--- src/rtl/set_assoc_lru_cache_directory_macros.svh ---
// Assertion macros shared by the cache directory modules
`ifndef SET_ASSOC_LRU_CACHE_DIRECTORY_MACROS_SVH
`define SET_ASSOC_LRU_CACHE_DIRECTORY_MACROS_SVH

// Implication checked in the same cycle, on clk, quiet during rst
`define SACD_ASSERT_NOW(name, ante, cons, msg) \
  name: assert property (@(posedge clk) disable iff (rst) (ante) |-> (cons)) \
    else $error(msg);

// Implication checked in the following cycle, on clk, quiet during rst
`define SACD_ASSERT_NEXT(name, ante, cons, msg) \
  name: assert property (@(posedge clk) disable iff (rst) (ante) |=> (cons)) \
    else $error(msg);

`endif

--- src/rtl/sacd_pkg.sv ---
// Types and constants of the set-associative cache directory
`default_nettype none

package sacd_pkg;

  // Geometry of the directory
  localparam int ADDR_W   = 26;
  localparam int MAX_WAYS = 8;
  localparam int MAX_SETS = 256;
  localparam int WAY_W    = 3;
  localparam int SET_W    = 8;
  localparam int TAG_W    = 24;
  localparam int RANK_W   = 3;
  localparam int BLK_W    = 24;
  localparam int CNT_W    = 32;

  // Configuration register widths and limits
  localparam int WAYS_W   = 4;
  localparam int IDXW_W   = 4;
  localparam int OFFW_W   = 3;
  localparam logic [IDXW_W-1:0] IDX_MAX = IDXW_W'(8);
  localparam logic [OFFW_W-1:0] OFF_MIN = OFFW_W'(2);
  localparam logic [OFFW_W-1:0] OFF_MAX = OFFW_W'(6);

  // APB port
  localparam int PADDR_W = 4;
  localparam int PDATA_W = 32;

  // Register indexes (paddr[3:2])
  localparam logic [1:0] REG_WAYS   = 2'd0;
  localparam logic [1:0] REG_INDEX  = 2'd1;
  localparam logic [1:0] REG_OFFSET = 2'd2;

  // Access codes
  localparam logic OP_READ  = 1'b0;
  localparam logic OP_WRITE = 1'b1;

  typedef logic [TAG_W-1:0]  tag_t;
  typedef logic [RANK_W-1:0] rank_t;

  // One set of the directory: valid bits, tags and recency ranks of all ways
  typedef struct packed {
    logic [MAX_WAYS-1:0] valid;
    tag_t [MAX_WAYS-1:0] tag;
    rank_t [MAX_WAYS-1:0] rank;
  } row_t;

  // Effective (saturated) configuration
  typedef struct packed {
    logic [WAYS_W-1:0] ways;
    logic [IDXW_W-1:0] idx;
    logic [OFFW_W-1:0] off;
  } cfg_t;

  // Controller commands to the datapath
  typedef struct packed {
    logic clear_wr;
    logic load_item;
    logic lookup;
    logic commit;
  } cmd_t;

  // Datapath status to the controller
  typedef struct packed {
    logic clear_last;
    logic out_free;
  } sts_t;

  typedef enum logic [1:0] {
    ST_CLEAR,
    ST_IDLE,
    ST_READ,
    ST_UPDATE
  } state_t;

endpackage

`default_nettype wire

--- src/rtl/sacd_ctrl.sv ---
// Sequencer of the cache directory: clearing pass, lookup and commit
`default_nettype none
`include "set_assoc_lru_cache_directory_macros.svh"

module sacd_ctrl
  import sacd_pkg::*;
(
  input  wire logic clk,
  input  wire logic rst,
  input  wire logic in_valid,
  output logic      in_stall,
  input  wire sts_t sts,
  output cmd_t      cmd
);

  state_t state;
  state_t state_next;

  // Hold the state
  always_ff @(posedge clk) begin
    if (rst) begin
      state <= ST_CLEAR;
    end else begin
      state <= state_next;
    end
  end

  // Decide the next state and the commands
  always_comb begin
    state_next = state;
    cmd        = '0;
    in_stall   = 1'b1;
    case (state)
      ST_CLEAR: begin
        cmd.clear_wr = 1'b1;
        if (sts.clear_last) begin
          state_next = ST_IDLE;
        end
      end
      ST_IDLE: begin
        in_stall = 1'b0;
        if (in_valid) begin
          cmd.load_item = 1'b1;
          state_next    = ST_READ;
        end
      end
      ST_READ: begin
        cmd.lookup = 1'b1;
        state_next = ST_UPDATE;
      end
      ST_UPDATE: begin
        if (sts.out_free) begin
          cmd.commit = 1'b1;
          state_next = ST_IDLE;
        end
      end
      default: begin
        state_next = ST_CLEAR;
      end
    endcase
  end

  `SACD_ASSERT_NEXT(a_accept_reads, in_valid && !in_stall, state == ST_READ,
    "accepted beat did not start a directory read")
  `SACD_ASSERT_NEXT(a_update_holds, state == ST_UPDATE && !sts.out_free, state == ST_UPDATE,
    "update left while the result register was occupied")
  `SACD_ASSERT_NEXT(a_clear_ends, state == ST_CLEAR && sts.clear_last, state == ST_IDLE,
    "clearing pass did not end after the last set")

endmodule

`default_nettype wire

--- config.mk ---
export PLATFORM = sky130hd
export DESIGN_NAME = sacd_ctrl
export DESIGN_NICKNAME = d
export VERILOG_FILES = /design/src/rtl/sacd_pkg.sv /design/src/rtl/sacd_ctrl.sv
export VERILOG_INCLUDE_DIRS = /design/src /design/src/rtl
export SDC_FILE = /design/constraint.sdc
export NUM_CORES = 1
export LEC_CHECK = 0
export ABC_AREA = 1
export BUFFER_PORTS_ARGS = -buffer_cell sky130_fd_sc_hd__buf_4
export CAP_MARGIN = 30
export CORE_AREA = 2 2 39 41
export DETAILED_ROUTE_END_ITERATION = 8
export DIE_AREA = 0 0 41 43
export GPL_TIMING_DRIVEN = 0
export PLACE_DENSITY = 0.34
export SLEW_MARGIN = 20
export SYNTH_ARGS = -nofsm -noshare
export SYNTH_HDL_FRONTEND = slang
export SYNTH_SLANG_ARGS = --single-unit
export TNS_END_PERCENT = 100
--- constraint.sdc ---
create_clock -name clk -period 2 [get_ports clk]
set_clock_uncertainty 0.2 [all_clocks]
set_input_delay 0.1 -clock clk [delete_from_list [all_inputs] [get_ports clk]]
set_output_delay 0.1 -clock clk [all_outputs]
set_load 0.01 [all_outputs]
# [Word-level counts from Yosys, hierarchy flattened]
# Cells that the tools add are included.
[word_totals] regBits=2 word_cells=20
[classes] eq_ne=6 muxes=11 reduce_logical=2
[op_table] cell="$pmux W2 S4" count=1
[op_table] cell="$mux W1" count=7
[op_table] cell="$mux W2" count=3
[op_table] cell="$ne A2 B2 Y1 const B" count=3
[op_table] cell="$eq A2 B2 Y1 const B" count=2
[op_table] cell="$reduce_and A3 Y1" count=1
[op_table] cell="$eq A2 B1 Y1 const B" count=1
[op_table] cell="$logic_not A2 Y1" count=1

# [Depth between registers and ports, before layout]
# Gate-level depths: netlist of the first run.
[logic_depth] ltp_word=3 ltp_mapped=7 depth_no_buf=7

# [Worst setup path after synthesis of the first run]
# No wires, ideal clock.
[synth_timing] kind="register -> register" start="register state[0]" end="register state[0]" setup_ns=0.113 arrival_time_ns=0.931 setup_slack_ns=0.756 stages_incl_launch_ff=7 synth_period_minus_slack_ns=1.244 cell_sequence="dfxtp_1 -> inv_1 -> ha_1 -> nand2_1 -> nand3_2 -> nor2_1 -> nor2_1"
[synth_between] elab_chain_cells=3 elab_cells_between_ends=9 cone_classes="eq/ne: 6; mux: 1; reduce/logical: 2"
[synth_lines] element="start, declared" line_no="sacd_ctrl.sv:16" rtl="state_t state;"
[synth_lines] element="start signal, assigned" line_no="sacd_ctrl.sv:24" rtl="state <= state_next;"
[synth_lines] element="$eq A2 B2 Y1, or another cell as far along" line_no="sacd_ctrl.sv:33" rtl="case (state)"
[synth_lines] element="$ne A2 B2 Y1 (no line)"
[synth_lines] element="$reduce_and A3 Y1 (no line)"
# Several ways; a longest one is shown, not always the timed one.
# A chain may end at the register's enable or synchronous reset.

==> metrics.md, run 1 <==
| Metric | Value |
|---|---|
| Final Instance Count excl. Fillers | `58` |
| Fmax | `725 MHz` |
| Status | `completed` |
| Slew margin rel. | `92.5%` |
| Yosys warns | `0` |
| Number of global-route vias before repair | `182` |
| Synth Instances | `29` |
| Path type of the worst min-delay path | `input pin to register` |
| Endpoints failing setup | `0` |
| Multi-input gate area | `111 um2` |
| Worst r2r path cells | `6` |
| CTS buffer count | `3` |
| Nets | `53` |
| Die W | `41 um` |
| Worst ir drop on vdd | `0.000336 V` |
| Largest net degree at the start of global routing | `5` |
| Post-CTS Hold Fix Bufs | `1` |
| WHS Endpoint | `state[1]` |
| Ant. Diodes | `0` |
| CP startpoint kind | `register` |
| Final hold vios | `0` |
| Via-per-instance ratio | `3.10` |
| Slowest-stage cell, CP | `dfxtp_1` |
| CTS tree | `yes` |
| Clock root buffer | `clkbuf_4` |
| Placed insts | `54` |
| Top reg by flops | `state` |
| Ports | `10` |
| Drt initial violations | `0` |
| DR pass1 iterations | `1` |
| Synth Net Count | `38` |
| Final worst path period share | `69.0%` |
| Crit path max fanout | `3` |
| Family with the most delay on the worst path | `flip-flops` |
| GP Congestion | `0.597` |
| Area delta synth->final | `64.9%` |
| # clock sinks | `2` |
| Minimum clock period | `1.38 ns` |
| Ratio of cells with drive above 1 in the final layout | `33.3%` |
| DRC viols | `0` |
| Clock latency on the worst-skew pair | `0.22 ns` |
| CP required | `1.70 ns` |
| Avg Inst Size Synth | `6.39 um2` |
| Starting Density | `13.4%` |
| Setup TNS | `0 ns` |
| Max Buffers Root-to-Sink | `2` |
| DP HPWL | `320 um` |
| RSZ-0062 raised after global routing | `false` |
| Post-synthesis sequential area ratio | `21.6%` |
| Flops & latches, synth | `2` |
| CP Buf/Inv Count | `3` |
| Via count | `180` |
| Die H | `43 um` |
| Min-Delay Path Depth | `6` |
| First-pass GRT wire length | `627 um` |
| Most frequent cells in the layout | `inv_1, buf_4, nand2_1, nor2_1, ha_1` |
| Critical Path Max Stage Delay | `0.34 ns` |
| Yosys cell types | `7` |
| Post-route ant nets | `0` |
| Slew Viols, Final | `0` |
| Worst reg2reg setup slack | `0.71 ns` |
| RR Endpoint | `state[0]` |
| I/O Buffers | `9` |
| CTS resizes | `0` |
| Crit end category | `primary output` |
| Initial antenna violation count | `0` |
| Overall Global Routing Usage | `5.90%` |
| Post-Syn Area | `185 um2` |
| WL per Instance | `6.84 um` |
| Clock slew at reported path FFs | `0.03 ns` |
| Crit path cell chain | `inv_1, ha_1, nand2_1, inv_1, buf_4` |
| Cell depth of the worst setup path | `5` |
| Grt total ovfl | `0` |
| CP most frequent cell | `inv_1` |
| Number of flip-flops in the largest register | `2` |
| HP Start | `sts[1]` |
| Area of the core | `1380 um2` |
| Die area | `1760 um2` |
| H-Tree Depth | `1` |
| P_leak | `0.000194 uW` |
| CP Class | `register to primary output` |
| # fillers | `159` |
| Top flop regs | `state: 2 flops` |
| FP Rows | `14` |
| Slew @ Worst Pin | `0.112 ns` |
| R2r startpoint | `state[0]` |
| Max cap viols | `0` |
| Pwr Density | `1260 nW/um2` |
| CP arrival | `1.08 ns` |
| Reg area | `40.0 um2` |
| Buffer count from post-CTS setup fixing | `0` |
| Post-Route WL | `397 um` |
worst max path at each step:
stage | startpoint | to | slack [ns]
floorplan | state[0] | state[0] | 0.76
global placement | state[0] | state[0] | 0.69
detailed placement | state[1] | state[1] | 0.68
CTS | state[1] | cmd[2] | 0.59
global route | state[1] | cmd[2] | 0.51
finish | state[1] | cmd[2] | 0.62
metrics by stage:
| stage | instance area, um2 | hold WS [ns] | util, % | total power, uW | setup WS [ns] |
|---|---|---|---|---|---|
| 2_1_floorplan | 185 | 0.0553 | - | 216 | 0.756 |
| 3_3_place_gp | 273 | 0.151 | 19.7 | 303 | 0.688 |
| 3_5_place_dp | 273 | 0.152 | 19.7 | 304 | 0.684 |
| 4_1_cts | 305 | 0.124 | 22.1 | 402 | 0.589 |
| 5_1_grt | 305 | 0.192 | 22.1 | 437 | 0.513 |
| 6_report | 305 | 0.123 | 22.1 | 386 | 0.620 |
worst min-delay path, delay by kind of cell:
kind | cells | cell delay, ns
simple gates | 4 | 0.30
buf+inv | 2 | 0.10
layer usage:
layer / vias up / part of all wire (%) / global-route usage, %
met2: 9 / 42 / 7.50
met1: 64 / 43 / 6.35
li1: 107 / - / -
met5: - / 0 / 0
met3: 0 / 15 / 1.57
met4: 0 / 0 / 8.00
report_power, final:
part	switching [uW]	internal [uW]	total, uW	leakage, uW
Clock	22.6	66.2	88.8	0.0000138
Combinational	119	104	223	0.000164
Sequential	14.8	59.7	74.5	0.0000167
Total	157	230	386	0.000194
cell type report:
type	count	area share (%)
clock buffers	3	7.38
inverters	9	11.1
multi-input cells	18	36.5
flip-flops and latches	2	13.1
well taps	16	6.56
repair buffers	10	25.4
cells in the mapped netlist:
cell type / n / area share [%]
nand3_2: 1 / 5.4
ha_1: 4 / 27
nand2_2: 1 / 3.4
nor2_1: 4 / 8.1
inv_1: 9 / 18
dfxtp_1: 2 / 22
nand2_1: 8 / 16
logic make-up (layout without fill, tap and decap cells):
logic type,count (synthesis),in the layout,synth area share [%]
simple gates,14,14,33.1
buf+inv,9,22,18.2
fa+ha+maj,4,4,27.0
flops,2,2,21.6
Power figures use the tool's default switching activity.
==> inputs of run 2 (changes only) <==
--- a/config.mk
+++ b/config.mk
@@ -13,7 +13,7 @@
 export DETAILED_ROUTE_END_ITERATION = 8
 export DIE_AREA = 0 0 41 43
 export GPL_TIMING_DRIVEN = 0
-export PLACE_DENSITY = 0.34
+export PLACE_DENSITY = 0.35
 export SLEW_MARGIN = 20
 export SYNTH_ARGS = -nofsm -noshare
 export SYNTH_HDL_FRONTEND = slang
==> constraint.sdc (replaced) <==
create_clock -name clk -period 1.2 [get_ports clk]
set_clock_uncertainty 0.2 [all_clocks]
set_input_delay 0.06 -clock clk [delete_from_list [all_inputs] [get_ports clk]]
set_output_delay 0.06 -clock clk [all_outputs]
set_load 0.01 [all_outputs]
==> run 2 against run 1 <==
Against the previous run:
- the run now ends with setup timing left
- setup slack got worse by 0.67 ns
- power is 140% higher
- clock-buffer cell count unchanged
- register-to-register slack lost 0.70 ns
- global-route usage decreased by 0.49 points
- via count is 5.6% higher
- largest power group unchanged
- sequential share of layout area shrank 0.97 points
- non-clock buffer count up 1
- clock power increased by 67%
- critical path depth did not move
- critical path type unchanged
==> metrics.md, run 2 (synthesized netlist as in run 1, its figures left out) <==
| Metric | Value |
|---|---|
| Drt initial violations | `2` |
| Die area | `1760 um2` |
| Cell area after layout | `392 um2` |
| DP Worst Slack | `-0.0963 ns` |
| Slowest-stage cell, CP | `dfxtp_4` |
| CP Buf/Inv Count | `3` |
| Most frequent cells in the layout | `inv_1, buf_4, nand2_1` |
| Final hold vios | `0` |
| First-pass GRT wire length | `607 um` |
| Fmax | `800 MHz` |
| Slew margin rel. | `93.6%` |
| Clock slew at reported path FFs | `0.03 ns` |
| Die H | `43 um` |
| CP arrival | `0.99 ns` |
| Endpoints failing setup | `3` |
| Slew @ Worst Pin | `0.0951 ns` |
| Cell Area, Placed | `275 um2` |
| Post-Route WL | `390 um` |
| Violated checks | `setup timing` |
| Reg area | `47.5 um2` |
| Top flop regs | `state: 2 flops` |
| CP required | `0.94 ns` |
| Ports | `10` |
| Die W | `41 um` |
| Crit path max fanout | `3` |
| Max Buffers Root-to-Sink | `2` |
| Setup TNS | `-0.129 ns` |
| Worst ir drop on vdd | `0.000667 V` |
| Largest net degree at the start of global routing | `5` |
| P_leak | `0.000207 uW` |
| Max cap viols | `0` |
| FP Rows | `14` |
| DRC viols | `0` |
| GP Congestion | `0.679` |
| Initial antenna violation count | `0` |
| Ant. Diodes | `0` |
| Final worst path period share | `104%` |
| Ratio of cells with drive above 1 in the final layout | `62.8%` |
| Clock root buffer | `clkbuf_4` |
| Post-route ant nets | `0` |
| DR pass1 iterations | `2` |
| Number of global-route vias before repair | `184` |
| DP HPWL | `297 um` |
| RSZ-0062 raised after global routing | `true` |
| Minimum clock period | `1.25 ns` |
| Clock latency on the worst-skew pair | `0.22 ns` |
| Worst setup margin | `-0.0500 ns` |
| # fillers | `150` |
| CP Class | `register to primary output` |
| Path type of the worst min-delay path | `input pin to register` |
| Crit path cell chain | `inv_6, ha_4, nand2_1, inv_1, buf_6` |
| Overall Global Routing Usage | `5.41%` |
| Number of flip-flops in the largest register | `2` |
| Multi-input gate area | `164 um2` |
| Crit end category | `primary output` |
| Critical Path Max Stage Delay | `0.36 ns` |
| Via-per-instance ratio | `3.22` |
| Grt total ovfl | `0` |
| WL per Instance | `6.61 um` |
| Slew Viols, Final | `0` |
| # clock sinks | `2` |
| Area of the core | `1380 um2` |
| Area delta synth->final | `111%` |
| CTS tree | `yes` |
| H-Tree Depth | `1` |
| Status | `finished, violations left` |
| Family with the most delay on the worst path | `flip-flops` |
| CTS buffer count | `3` |
| Pwr Density | `2330 nW/um2` |
| Via count | `190` |
| Nets | `54` |
| Top reg by flops | `state` |
| CP startpoint kind | `register` |
| I/O Buffers | `9` |
| Starting Density | `13.4%` |
run 2: report_power, final:
part / total, uW / switching, uW / internal (uW)
clock: 148 / 37.5 / 110
combinational: 589 / 272 / 318
sequential: 175 / 55.6 / 119
total: 912 / 365 / 547
run 2: metrics by stage:
step	power [uW]	cells	hold slack, ns	util, %
global placement	511	54	0.111	19.9
global route	1000	59	0.126	28.3
finish	912	59	0.0695	28.3
detailed placement	507	54	0.106	19.9
floorplan	367	29	0.0153	-
CTS	739	58	0.0685	24.3
run 2: area by class of cell:
type                    instances  share of cell area (%)
well taps                      16                    5.11
multi-input cells              18                    41.9
inverters                       9                    10.5
flip-flops and latches          2                    12.1
repair buffers                 11                    24.6
clock buffers                   3                    5.75
run 2: per-layer routing:
layer / up-vias / track usage, % / wire length (um)
li1: 110 / - / -
met1: 72 / 6.39 / 164
met2: 8 / 6.88 / 178
met3: 0 / 1.57 / 48
met4: 0 / 6.00 / 0
met5: - / 0 / 0
run 2: path summary, 6_finish.rpt:
| check | slack, ns | startpoint | endpoint | cells after the start |
|---|---|---|---|---|
| hold reg to reg | 0.40 | state[0] | state[0] | 4 |
| setup / recovery | -0.05 | state[1] | cmd[2] | 5 |
| setup reg to reg | 0.01 | state[0] | state[0] | 6 |
| hold / removal | 0.07 | in_valid | state[1] | 6 |
run 2: timing repair:
action | in CTS | in global routing
pin swaps | 3 | 5
hold endpoints to repair | 2 | 0
resized for setup | 11 | 12
setup endpoints to repair | 7 | 7
setup buffers | 0 | 1
hold buffers | 1 | 0
run 2: tightest hold or removal path, cell delays in order:
cell,delay (ns)
buf_4,0.08
inv_1,0.04
nand2_2,0.06
nand3_4,0.08
nor2_2,0.09
nor2_1,0.04
