`config.mk`:
```
export PLATFORM = sky130hd
export DESIGN_NAME = sacd_cfg
export DESIGN_NICKNAME = d
export VERILOG_FILES = /design/src/rtl/set_assoc_lru_cache_directory_macros.svh /design/src/rtl/sacd_pkg.sv /design/src/rtl/sacd_cfg.sv
export SDC_FILE = /design/constraint.sdc
export NUM_CORES = 1
export LEC_CHECK = 0
export BUFFER_PORTS_ARGS = -buffer_cell sky130_fd_sc_hd__buf_4
export CORE_MARGIN = 2
export CORE_UTILIZATION = 35
export CTS_BUF_LIST = sky130_fd_sc_hd__clkbuf_4 sky130_fd_sc_hd__clkbuf_8 sky130_fd_sc_hd__clkbuf_16
export CTS_CLUSTER_DIAMETER = 100
export DETAILED_ROUTE_END_ITERATION = 12
export PLACE_DENSITY = 0.86
export SLEW_MARGIN = 20
export SYNTH_ARGS = -nofsm -noshare
export SYNTH_HDL_FRONTEND = slang
export SYNTH_SLANG_ARGS = --single-unit
```
`constraint.sdc`:
```
create_clock -name clk -period 2.6 [get_ports clk]
set_input_delay 0.26 -clock clk [delete_from_list [all_inputs] [get_ports clk]]
set_output_delay 0.26 -clock clk [all_outputs]
set_load 0.05 [all_outputs]
```
`src/rtl/set_assoc_lru_cache_directory_macros.svh`:
```
// Assertion macros shared by the cache directory modules
`ifndef SET_ASSOC_LRU_CACHE_DIRECTORY_MACROS_SVH
`define SET_ASSOC_LRU_CACHE_DIRECTORY_MACROS_SVH

// Implication checked in the same cycle, on clk, quiet during rst
`define SACD_ASSERT_NOW(name, ante, cons, msg) \
  name: assert property (@(posedge clk) disable iff (rst) (ante) |-> (cons)) \
    else $error(msg);

// Implication checked in the following cycle, on clk, quiet during rst
`define SACD_ASSERT_NEXT(name, ante, cons, msg) \
  name: assert property (@(posedge clk) disable iff (rst) (ante) |=> (cons)) \
    else $error(msg);

`endif

```
`src/rtl/sacd_pkg.sv`:
```
// Types and constants of the set-associative cache directory
`default_nettype none

package sacd_pkg;

  // Geometry of the directory
  localparam int ADDR_W   = 26;
  localparam int MAX_WAYS = 8;
  localparam int MAX_SETS = 256;
  localparam int WAY_W    = 3;
  localparam int SET_W    = 8;
  localparam int TAG_W    = 24;
  localparam int RANK_W   = 3;
  localparam int BLK_W    = 24;
  localparam int CNT_W    = 32;

  // Configuration register widths and limits
  localparam int WAYS_W   = 4;
  localparam int IDXW_W   = 4;
  localparam int OFFW_W   = 3;
  localparam logic [IDXW_W-1:0] IDX_MAX = IDXW_W'(8);
  localparam logic [OFFW_W-1:0] OFF_MIN = OFFW_W'(2);
  localparam logic [OFFW_W-1:0] OFF_MAX = OFFW_W'(6);

  // APB port
  localparam int PADDR_W = 4;
  localparam int PDATA_W = 32;

  // Register indexes (paddr[3:2])
  localparam logic [1:0] REG_WAYS   = 2'd0;
  localparam logic [1:0] REG_INDEX  = 2'd1;
  localparam logic [1:0] REG_OFFSET = 2'd2;

  // Access codes
  localparam logic OP_READ  = 1'b0;
  localparam logic OP_WRITE = 1'b1;

  typedef logic [TAG_W-1:0]  tag_t;
  typedef logic [RANK_W-1:0] rank_t;

  // One set of the directory: valid bits, tags and recency ranks of all ways
  typedef struct packed {
    logic [MAX_WAYS-1:0] valid;
    tag_t [MAX_WAYS-1:0] tag;
    rank_t [MAX_WAYS-1:0] rank;
  } row_t;

  // Effective (saturated) configuration
  typedef struct packed {
    logic [WAYS_W-1:0] ways;
    logic [IDXW_W-1:0] idx;
    logic [OFFW_W-1:0] off;
  } cfg_t;

  // Controller commands to the datapath
  typedef struct packed {
    logic clear_wr;
    logic load_item;
    logic lookup;
    logic commit;
  } cmd_t;

  // Datapath status to the controller
  typedef struct packed {
    logic clear_last;
    logic out_free;
  } sts_t;

  typedef enum logic [1:0] {
    ST_CLEAR,
    ST_IDLE,
    ST_READ,
    ST_UPDATE
  } state_t;

endpackage

`default_nettype wire

```
`src/rtl/sacd_cfg.sv`:
```
// APB configuration registers of the cache directory
`default_nettype none

module sacd_cfg
  import sacd_pkg::*;
(
  input  wire logic               clk,
  input  wire logic               rst,
  input  wire logic               psel,
  input  wire logic               penable,
  input  wire logic               pwrite,
  input  wire logic [PADDR_W-1:0] paddr,
  input  wire logic [PDATA_W-1:0] pwdata,
  output logic      [PDATA_W-1:0] prdata,
  output logic                    pready,
  output cfg_t                    cfg
);

  logic [WAYS_W-1:0] ways_in_use;
  logic [IDXW_W-1:0] index_width;
  logic [OFFW_W-1:0] offset_width;
  logic              wr_en;

  assign pready = 1'b1;
  assign wr_en  = psel & penable & pwrite & pready;

  // Write the addressed register
  always_ff @(posedge clk) begin
    if (rst) begin
      ways_in_use  <= WAYS_W'(4);
      index_width  <= IDXW_W'(4);
      offset_width <= OFFW_W'(4);
    end else if (wr_en) begin
      case (paddr[3:2])
        REG_WAYS:   ways_in_use  <= pwdata[WAYS_W-1:0];
        REG_INDEX:  index_width  <= pwdata[IDXW_W-1:0];
        REG_OFFSET: offset_width <= pwdata[OFFW_W-1:0];
        default: ;
      endcase
    end
  end

  // Read back the raw register
  always_comb begin
    prdata = '0;
    case (paddr[3:2])
      REG_WAYS:   prdata = PDATA_W'(ways_in_use);
      REG_INDEX:  prdata = PDATA_W'(index_width);
      REG_OFFSET: prdata = PDATA_W'(offset_width);
      default:    prdata = '0;
    endcase
  end

  // Saturate fields into their working ranges
  always_comb begin
    if (ways_in_use == '0) begin
      cfg.ways = WAYS_W'(1);
    end else if (ways_in_use > WAYS_W'(MAX_WAYS)) begin
      cfg.ways = WAYS_W'(MAX_WAYS);
    end else begin
      cfg.ways = ways_in_use;
    end
    cfg.idx = (index_width > IDX_MAX) ? IDX_MAX : index_width;
    if (offset_width < OFF_MIN) begin
      cfg.off = OFF_MIN;
    end else if (offset_width > OFF_MAX) begin
      cfg.off = OFF_MAX;
    end else begin
      cfg.off = offset_width;
    end
  end

endmodule

`default_nettype wire

```
After elaboration in Yosys (flattened, before gate mapping)
Cells that the tools add are included.

word-level totals
  register bits after elaboration = 11
  input port bits = 41
  output and inout port bits = 44
  logic and storage cells = 22

operators by class
  magnitude comparators = 4
  equal/unequal tests = 2
  muxes and demuxes = 6
  bitwise operators = 2
  reduce and logical (&&, ||, !) cells = 5

operators with widths
  operator                                               number
  two-way mux 4 bit                                      3
  case mux 4 bit (3 select lines)                        1
  greater-than comparator 4 bit (second input constant)  2
  two-way mux 3 bit                                      2
  AND reduction 2 bit                                    3
  logical NOT 4 bit                                      1
  greater-than comparator 3 bit (second input constant)  1
  < comparator 3 x 2 -> 1 bit (second input constant)    1
  bitwise AND 1 bit                                      2
  equality test 2 x 1 -> 1 bit (second input constant)   1
  equality test 2 bit (second input constant)            1
  logical NOT 2 bit                                      1

Depth between registers and ports, before layout
Gate-level depths: netlist (run 1).

  depth after elaboration = 3
  depth in mapped cells = 4
  mapped depth without buffers = 3

Worst setup path after synthesis (run 1)
Ideal clock, no wire load.

  path type = register to output
  start point = register offset_width[1]
  end point = output port cfg[0] (netlist bit)
  arrival time = 1.955 ns
  data required time = 2.340 ns
  slack = 0.385 ns
  cell stages (with the launch flop) = 3
  buffers on the path = 0
  cells stage by stage = dfxtp_1 -> nand2b_1 -> a21boi_0

RTL lines
  element                   line            source
  start: declaration        sacd_cfg.sv:21  logic [OFFW_W-1:0] offset_width;
  start signal: assignment  sacd_cfg.sv:37  REG_OFFSET: offset_width <= pwdata[OFFW_W-1:0];
  end: declaration          sacd_cfg.sv:16  output cfg_t cfg

Worst setup path in the final report (run 1)
  start point = register offset_width[2]
  end point = output port prdata[2]

between the ends
  word-level cells in the longest chain between the ends = 1

ends and longest elaborated chain
  element                          line            source
  case mux 4 bit (3 select lines)  sacd_cfg.sv:46  case (paddr[3:2])
  end: declaration                 sacd_cfg.sv:14  output logic [PDATA_W-1:0] prdata,

Every way passes these cells.

==> results by group, run 1 <==
Yosys
  – Synthesized area: 865.8 um2
  – Syn Area/Cell: 8.489 um2
  – Synth warn: 0
  – Cells after synthesis: 102
  – FF+latch count, synth: 11
  – Sequential fraction of the synthesis area: 25.43%
  – Yosys cell types: 19

Die
  – I/O pins: 85
  – Die X: 53.74 um
  – Die area: 2887 um2
  – Die Span Y: 53.74 um
  – Initial Utilization: 35.93%
  – Placeable Area: 2410 um2
  – Site Rows: 18

Final layout
  – Layout Nets: 165
  – Most frequent cells in the layout: 29 x conb_1, 25 x buf_4, 15 x mux2i_1
  – Area Growth Syn to Fin: 13.15%
  – Register area: 220.2 um2
  – Share of layout cells above drive strength 1: 27.64%
  – Leading cell type in the layout, fill and taps excluded: conb_1
  – Filler instances: 241
  – Multi-input gate area in the final layout: 504.2 um2
  – Antenna cells: 0
  – Core Util, Final: 40.65%

CTS
  – CTS tree: built
  – Post-CTS repair timing setup buffer count: 0
  – Clock tree buffer depth: 2
  – Reg clk slew, reported paths: 0.07 ns
  – Root Buffer: clkbuf_4
  – # clock sinks: 11
  – CTS Buf Count: 3
  – Worst-skew pair later-pin latency: 0.26 ns
  – Post-cts resize count: 0
  – # H-tree levels: 1
  – Post-CTS Hold Fix Bufs: 0

Placed design
  – Gpl congestion: 0.7859
  – Hpwl dp: 1.291 mm
  – Port bufs: 25

STA
  – Final worst-path cycle share: 54.71%
  – Worst Skew: 0 ns
  – Max Slew Vio Count: 0
  – Final Hold Fails: 0
  – Min Clock Period, post-route: 1.422 ns
  – Final setup fails: 0
  – RSZ-0062 raised after global routing: false
  – Setup TNS: 0 ns
  – Fmax: 703.0 MHz

Flow run
  – Max-Cap Viols: 0

Global route
  – Vias in the first global route: 530
  – GRT Total Usage: 11.31%
  – Initial antenna violation count: 0
  – GRT overflow: 0
  – Largest net degree at the start of global routing: 16
  – First-pass GRT wire length: 2.318 mm

Route
  – Post-DR wirelength/cell: 10.18 um
  – Routed WL: 1.558 mm
  – Vias per inst: 4.033
  – Drt pass-1 iters: 4
  – DRC errors left: 0
  – Via count: 617
  – Post-route ant nets: 0
  – 1st-iter DRT viols: 10

Pwr
  – Leak Pwr: 0.0004960 uW
  – Peak supply drop: 0.2593 mV
  – PD cells: 460.8 nW/um2
  – Total power: 451.4 uW

Outcome
  – Status: finished clean

Critical path
  – Worst EP required: 2.34 ns
  – Crit path DAT: 1.16 ns
  – Critical-path maximum fanout: 5
  – Startpoint Class: flip-flop
  – CP Capture Type: output port
  – Setup CP Type: flip-flop to output port

Hold path
  – Min-delay worst type: input pin to flip-flop
[critical path: stages (launching register included)]
cell	delay (ns)
dfxtp_1	0.39
mux2i_1	0.10
o21ai_0	0.17
buf_4	0.23
[synth_stat cells]
master | number | area [um2]
nand3_2 | 1 | 10.01
mux2i_1 | 15 | 150.1
or3_4 | 1 | 11.26
nor2_1 | 8 | 30.03
nor3_1 | 1 | 5.000
nand2_1 | 3 | 11.26
dfxtp_1 | 11 | 220.2
nand4_4 | 1 | 21.27
nand2b_1 | 13 | 81.33
nor3b_2 | 1 | 12.51
and2b_2 | 1 | 8.760
buf_2 | 1 | 5.000
clkbuf_2 | 1 | 5.000
conb_1 | 2 | 7.510
buf_4 | 29 | 217.7
o21ai_0 | 3 | 15.01
a21boi_0 | 1 | 7.510
clkbuf_1 | 4 | 15.01
nor2b_1 | 5 | 31.28
[routing by layer]
layer	vias up	part of all wire (%)	GRT usage, %
met2	33	48	17.89
met1	272	43	14.19
met5	-	0	0
met3	2	8.7	2.222
met4	0	0.64	6.410
li1	310	-	-
[path summary, 6_finish.rpt]
check,startpoint,endpoint,slack [ns],cells after the start
worst min-delay path,pwdata[2],offset_width[2]$_SDFFE_PP1P_,0.29,3
worst max register to register,ways_in_use[3]$_SDFFE_PP0P_,ways_in_use[3]$_SDFFE_PP0P_,1.88,2
worst max-delay path,offset_width[2]$_SDFFE_PP1P_,prdata[2],1.18,3
worst min register to register,index_width[0]$_SDFFE_PP0P_,index_width[0]$_SDFFE_PP0P_,0.49,2
[state kept, by name, summed over array words and instances, names as in the netlist]
signal	cells
index_width	4
offset_width	3
ways_in_use	4
[per-stage QoR]
stage	cell area [um2]	std cells	hold slack (ns)	setup WS (ns)
floorplan	967.2	129	0.4356	0.3854
global placement	949.7	149	0.4775	1.281
detailed placement	949.7	149	0.4885	1.282
CTS	979.7	153	0.2864	1.166
global route	979.7	153	0.2999	1.006
finish	979.7	153	0.2862	1.178
[power breakdown]
group	internal (uW)	switching (uW)	leakage [uW]	total (uW)
clock	69.8	55.4	0.0000184	125
combinational	26.1	127	0.000389	153
sequential	171	2.28	0.0000889	173
total	267	185	0.000496	451
[area by class of cell]
type | count | area share [%]
clock buffers | 4 | 3.065
multi-input cells | 83 | 51.47
flip-flops and latches | 11 | 22.48
well taps | 30 | 3.831
repair buffers | 25 | 19.16
[cells by family after synthesis]
logic type	count (synthesis)	share of synthesized area, %
buffers and inverters	35	28.03
AND/OR/NAND/NOR	35	25.72
AO/OA/AOI/OAI	4	2.601
other	2	0.8674
multiplexers	15	17.34
flip-flops	11	25.43
Note: power is estimated with default switching activity, not from simulation.
==> run 2, diff against run 1 <==
--- a/config.mk
+++ b/config.mk
@@ -5,13 +5,14 @@
 export SDC_FILE = /design/constraint.sdc
 export NUM_CORES = 1
 export LEC_CHECK = 0
+export ABC_AREA = 1
 export BUFFER_PORTS_ARGS = -buffer_cell sky130_fd_sc_hd__buf_4
 export CORE_MARGIN = 2
 export CORE_UTILIZATION = 35
 export CTS_BUF_LIST = sky130_fd_sc_hd__clkbuf_4 sky130_fd_sc_hd__clkbuf_8 sky130_fd_sc_hd__clkbuf_16
 export CTS_CLUSTER_DIAMETER = 100
 export DETAILED_ROUTE_END_ITERATION = 12
-export PLACE_DENSITY = 0.86
+export PLACE_DENSITY = 0.87
 export SLEW_MARGIN = 20
 export SYNTH_ARGS = -nofsm -noshare
 export SYNTH_HDL_FRONTEND = slang
==> constraint.sdc (replaced) <==
create_clock -name clk -period 1.45 [get_ports clk]
set_input_delay 0.145 -clock clk [delete_from_list [all_inputs] [get_ports clk]]
set_output_delay 0.145 -clock clk [all_outputs]
set_load 0.05 [all_outputs]
==> run 2 against run 1 <==
  * Hold slack got worse by 0.18 ns
  * Clock skew unchanged
  * Synthesized area decreased by 1.4%
  * Sequential power increased by 82%
  * Design area decreased by 0.51%
  * Die area decreased by 1.3%
  * Clock power increased by 80%
  * Critical path type unchanged
==> results by group, run 2 <==
Global route
  – Largest net degree at the start of global routing: 12 (was 16)
  – Grt met3 use: 2.260% (was 2.222%)
  – Grt met1 use: 16.24% (was 14.19%)
  – Global route hottest layer: met2 (unchanged)
  – Initial antenna violation count: 0 (unchanged)
  – Vias in the first global route: 627 (was 530)
  – GRT overflow: 0 (unchanged)
  – First-pass GRT wire length: 2.587 mm (was 2.318 mm)
  – GRT Total Usage: 12.77% (was 11.31%)
  – GR Layer Usage met2: 19.75% (was 17.89%)

Route
  – Vias per inst: 4.157 (was 4.033)
  – Via count: 769 (was 617)
  – Post-route ant nets: 0 (unchanged)
  – Drt pass-1 iters: 4 (unchanged)
  – Post-DR wirelength/cell: 8.908 um (was 10.18 um)
  – 1st-iter DRT viols: 18 (was 10)
  – DRC errors left: 0 (unchanged)
  – Routed WL: 1.648 mm (was 1.558 mm)

Yosys
  – Cells after synthesis: 133 (was 102)
  – Top-count cell post-synth: buf_4 (unchanged)
  – FF+latch count, synth: 11 (unchanged)
  – Sequential fraction of the synthesis area: 25.81% (was 25.43%)
  – Post-synth top area share: 25.81% (was 25.43%)
  – EDFF count, synth: 0 (unchanged)
  – Main synth FF type: dfxtp_1 (unchanged)
  – Synth warn: 0 (unchanged)
  – Synth top area cells: dfxtp_1 26%, buf_4 26%, nor2_1 11%, nand2_1 9.2%, nand3_1 6.5% (was dfxtp_1 25%, buf_4 25%, mux2i_1 17%, nand2b_1 9.4%, nor2b_1 3.6%)
  – Synth top cells by count: 29 x buf_4, 26 x nor2_1, 21 x nand2_1 (was 29 x buf_4, 15 x mux2i_1, 13 x nand2b_1)
  – Async S/R FF share, synth: 0% (unchanged)
  – Synthesized area: 853.3 um2 (was 865.8 um2)
  – Post-synth top area cell: dfxtp_1 (unchanged)
  – Syn Area/Cell: 6.416 um2 (was 8.489 um2)
  – Yosys cell types: 18 (was 19)

CTS
  – Post-cts resize count: 0 (unchanged)
  – Post-CTS repair timing setup buffer count: 0 (unchanged)
  – Root Buffer: clkbuf_4 (unchanged)
  – CTS tree: built (unchanged)
  – # clock sinks: 11 (unchanged)
  – Clock tree buffer depth: 2 (unchanged)
  – Post-CTS Hold Fix Bufs: 0 (unchanged)
  – Worst-skew pair later-pin latency: 0.27 ns (was 0.26 ns)
  – # H-tree levels: 1 (unchanged)
  – CTS Buf Count: 3 (unchanged)
  – Reg clk slew, reported paths: 0.06 ns (was 0.07 ns)

Placed design
  – Gpl congestion: 0.8435 (was 0.7859)
  – Port bufs: 25 (unchanged)
  – Hpwl dp: 1.391 mm (was 1.291 mm)

STA
  – Worst Skew: 0 ns (unchanged)
  – Final worst-path cycle share: 88.21%
  – Fmax: 781.8 MHz
  – Setup TNS: 0 ns (unchanged)
  – Final setup fails: 0 (unchanged)
  – RSZ-0062 raised after global routing: false (unchanged)
  – Min Clock Period, post-route: 1.279 ns
  – Hold Slack: 0.1105 ns (was 0.2862 ns)
  – Final Hold Fails: 0 (unchanged)
  – Max Slew Vio Count: 0 (unchanged)

Critical path
  – Startpoint Class: flip-flop (unchanged)
  – Worst EP required: 1.31 ns (was 2.34 ns)
  – Setup CP Type: flip-flop to output port (unchanged)
  – Crit path DAT: 1.13 ns (was 1.16 ns)
  – Critical-path maximum fanout: 2 (was 5)
  – Setup slack, reg-to-reg: 0.79 ns (was 1.88 ns)
  – CP Capture Type: output port (unchanged)

Final layout
  – Share of layout cells above drive strength 1: 22.93% (was 27.64%)
  – Area Growth Syn to Fin: 14.22% (was 13.15%)
  – Biggest regs: index_width (4), ways_in_use (4), offset_width (3) (unchanged)
  – Most frequent cells in the layout: 29 x conb_1, 26 x nor2_1, 26 x buf_4 (was 29 x conb_1, 25 x buf_4, 15 x mux2i_1)
  – Antenna cells: 0 (unchanged)
  – Leading cell type in the layout, fill and taps excluded: conb_1 (unchanged)
  – Layout Nets: 199 (was 165)

Die
  – Placeable Area: 2255 um2 (was 2410 um2)
  – Die area: 2849 um2 (was 2887 um2)
  – Initial Utilization: 37.85% (was 35.93%)
  – I/O pins: 85 (unchanged)
  – Die Span Y: 53.38 um (was 53.74 um)
  – Die X: 53.38 um (was 53.74 um)
  – Site Rows: 17 (was 18)

Pwr
  – PD cells: 881.6 nW/um2 (was 460.8 nW/um2)
  – Peak supply drop: 0.4347 mV (was 0.2593 mV)
  – Leak Pwr: 0.0005254 uW (was 0.0004960 uW)

Outcome
  – Status: finished clean (unchanged)

Hold path
  – Min-delay worst type: input pin to flip-flop (unchanged)

Flow run
  – Max-Cap Viols: 0 (unchanged)
[run 2: changes by cell type after synthesis, moves of 5 or more]
cell | previous run | this run
nor2_1 | 8 | 26
inv_1 | 0 | 13
nand2b_1 | 13 | 0
mux2i_1 | 15 | 0
nor2b_1 | 5 | 0
nand2_1 | 3 | 21
nand3_1 | 0 | 11
[run 2: worst paths after layout]
kind | depth (start not counted) | from | end
min reg2reg | 2 | index_width[2]$_SDFFE_PP1P_ | index_width[2]$_SDFFE_PP1P_
max reg2reg | 2 | index_width[3]$_SDFFE_PP0P_ | index_width[3]$_SDFFE_PP0P_
min | 3 | pwdata[2] | index_width[2]$_SDFFE_PP1P_
max | 3 | index_width[1]$_SDFFE_PP0P_ | prdata[1]
[run 2: critical path, stage by stage, from the launching register on]
cell	delay [ns]
dfxtp_1	0.34
inv_1	0.06
o211ai_1	0.22
buf_4	0.24
[run 2: logic make-up after synthesis]
logic type / synth area share (%)
AOI/OAI and AO/OA: 7.185
buffers and inverters: 34.31
DFF: 25.81
other: 0.8801
and+or+nand+nor: 31.82
[run 2: where the power goes]
part	total (uW)	switching [uW]	leakage [uW]	internal (uW)
Clock	225	99.7	0.0000184	125
Sequential	314	5.50	0.0000891	309
Combinational	320	266	0.000418	53.7
Total	859	371	0.000525	488
[run 2: per-stage QoR]
step                worst slack (ns)  std cells  util (%)  power, uW  cell area (um2)
global route                 0.08095        185     43.23      898.9            974.7
CTS                           0.1645        185     43.23      865.6            974.7
finish                        0.1710        185     43.23      859.3            974.7
floorplan                    0.08550        160         -      645.4            954.7
global placement              0.3302        181     41.90      638.5            944.7
detailed placement            0.3281        181     41.90      640.7            944.7
[run 2: layout make-up]
class	count	area, um2
clock buffers	4	30.03
multi-input cells	102	441.7
flip-flops and latches	11	220.2
repair buffers	26	195.2
inverters	14	52.55
fillers	263	1280
well taps	28	35.03
[run 2: metal layers]
metal / part of all wire [%] / vias to the layer above / routed length (um)
met4: 2.2 / 0 / 36
met3: 9.9 / 5 / 163
met1: 41 / 327 / 678
li1: - / 398 / -
met5: 0 / - / 0
met2: 47 / 39 / 769
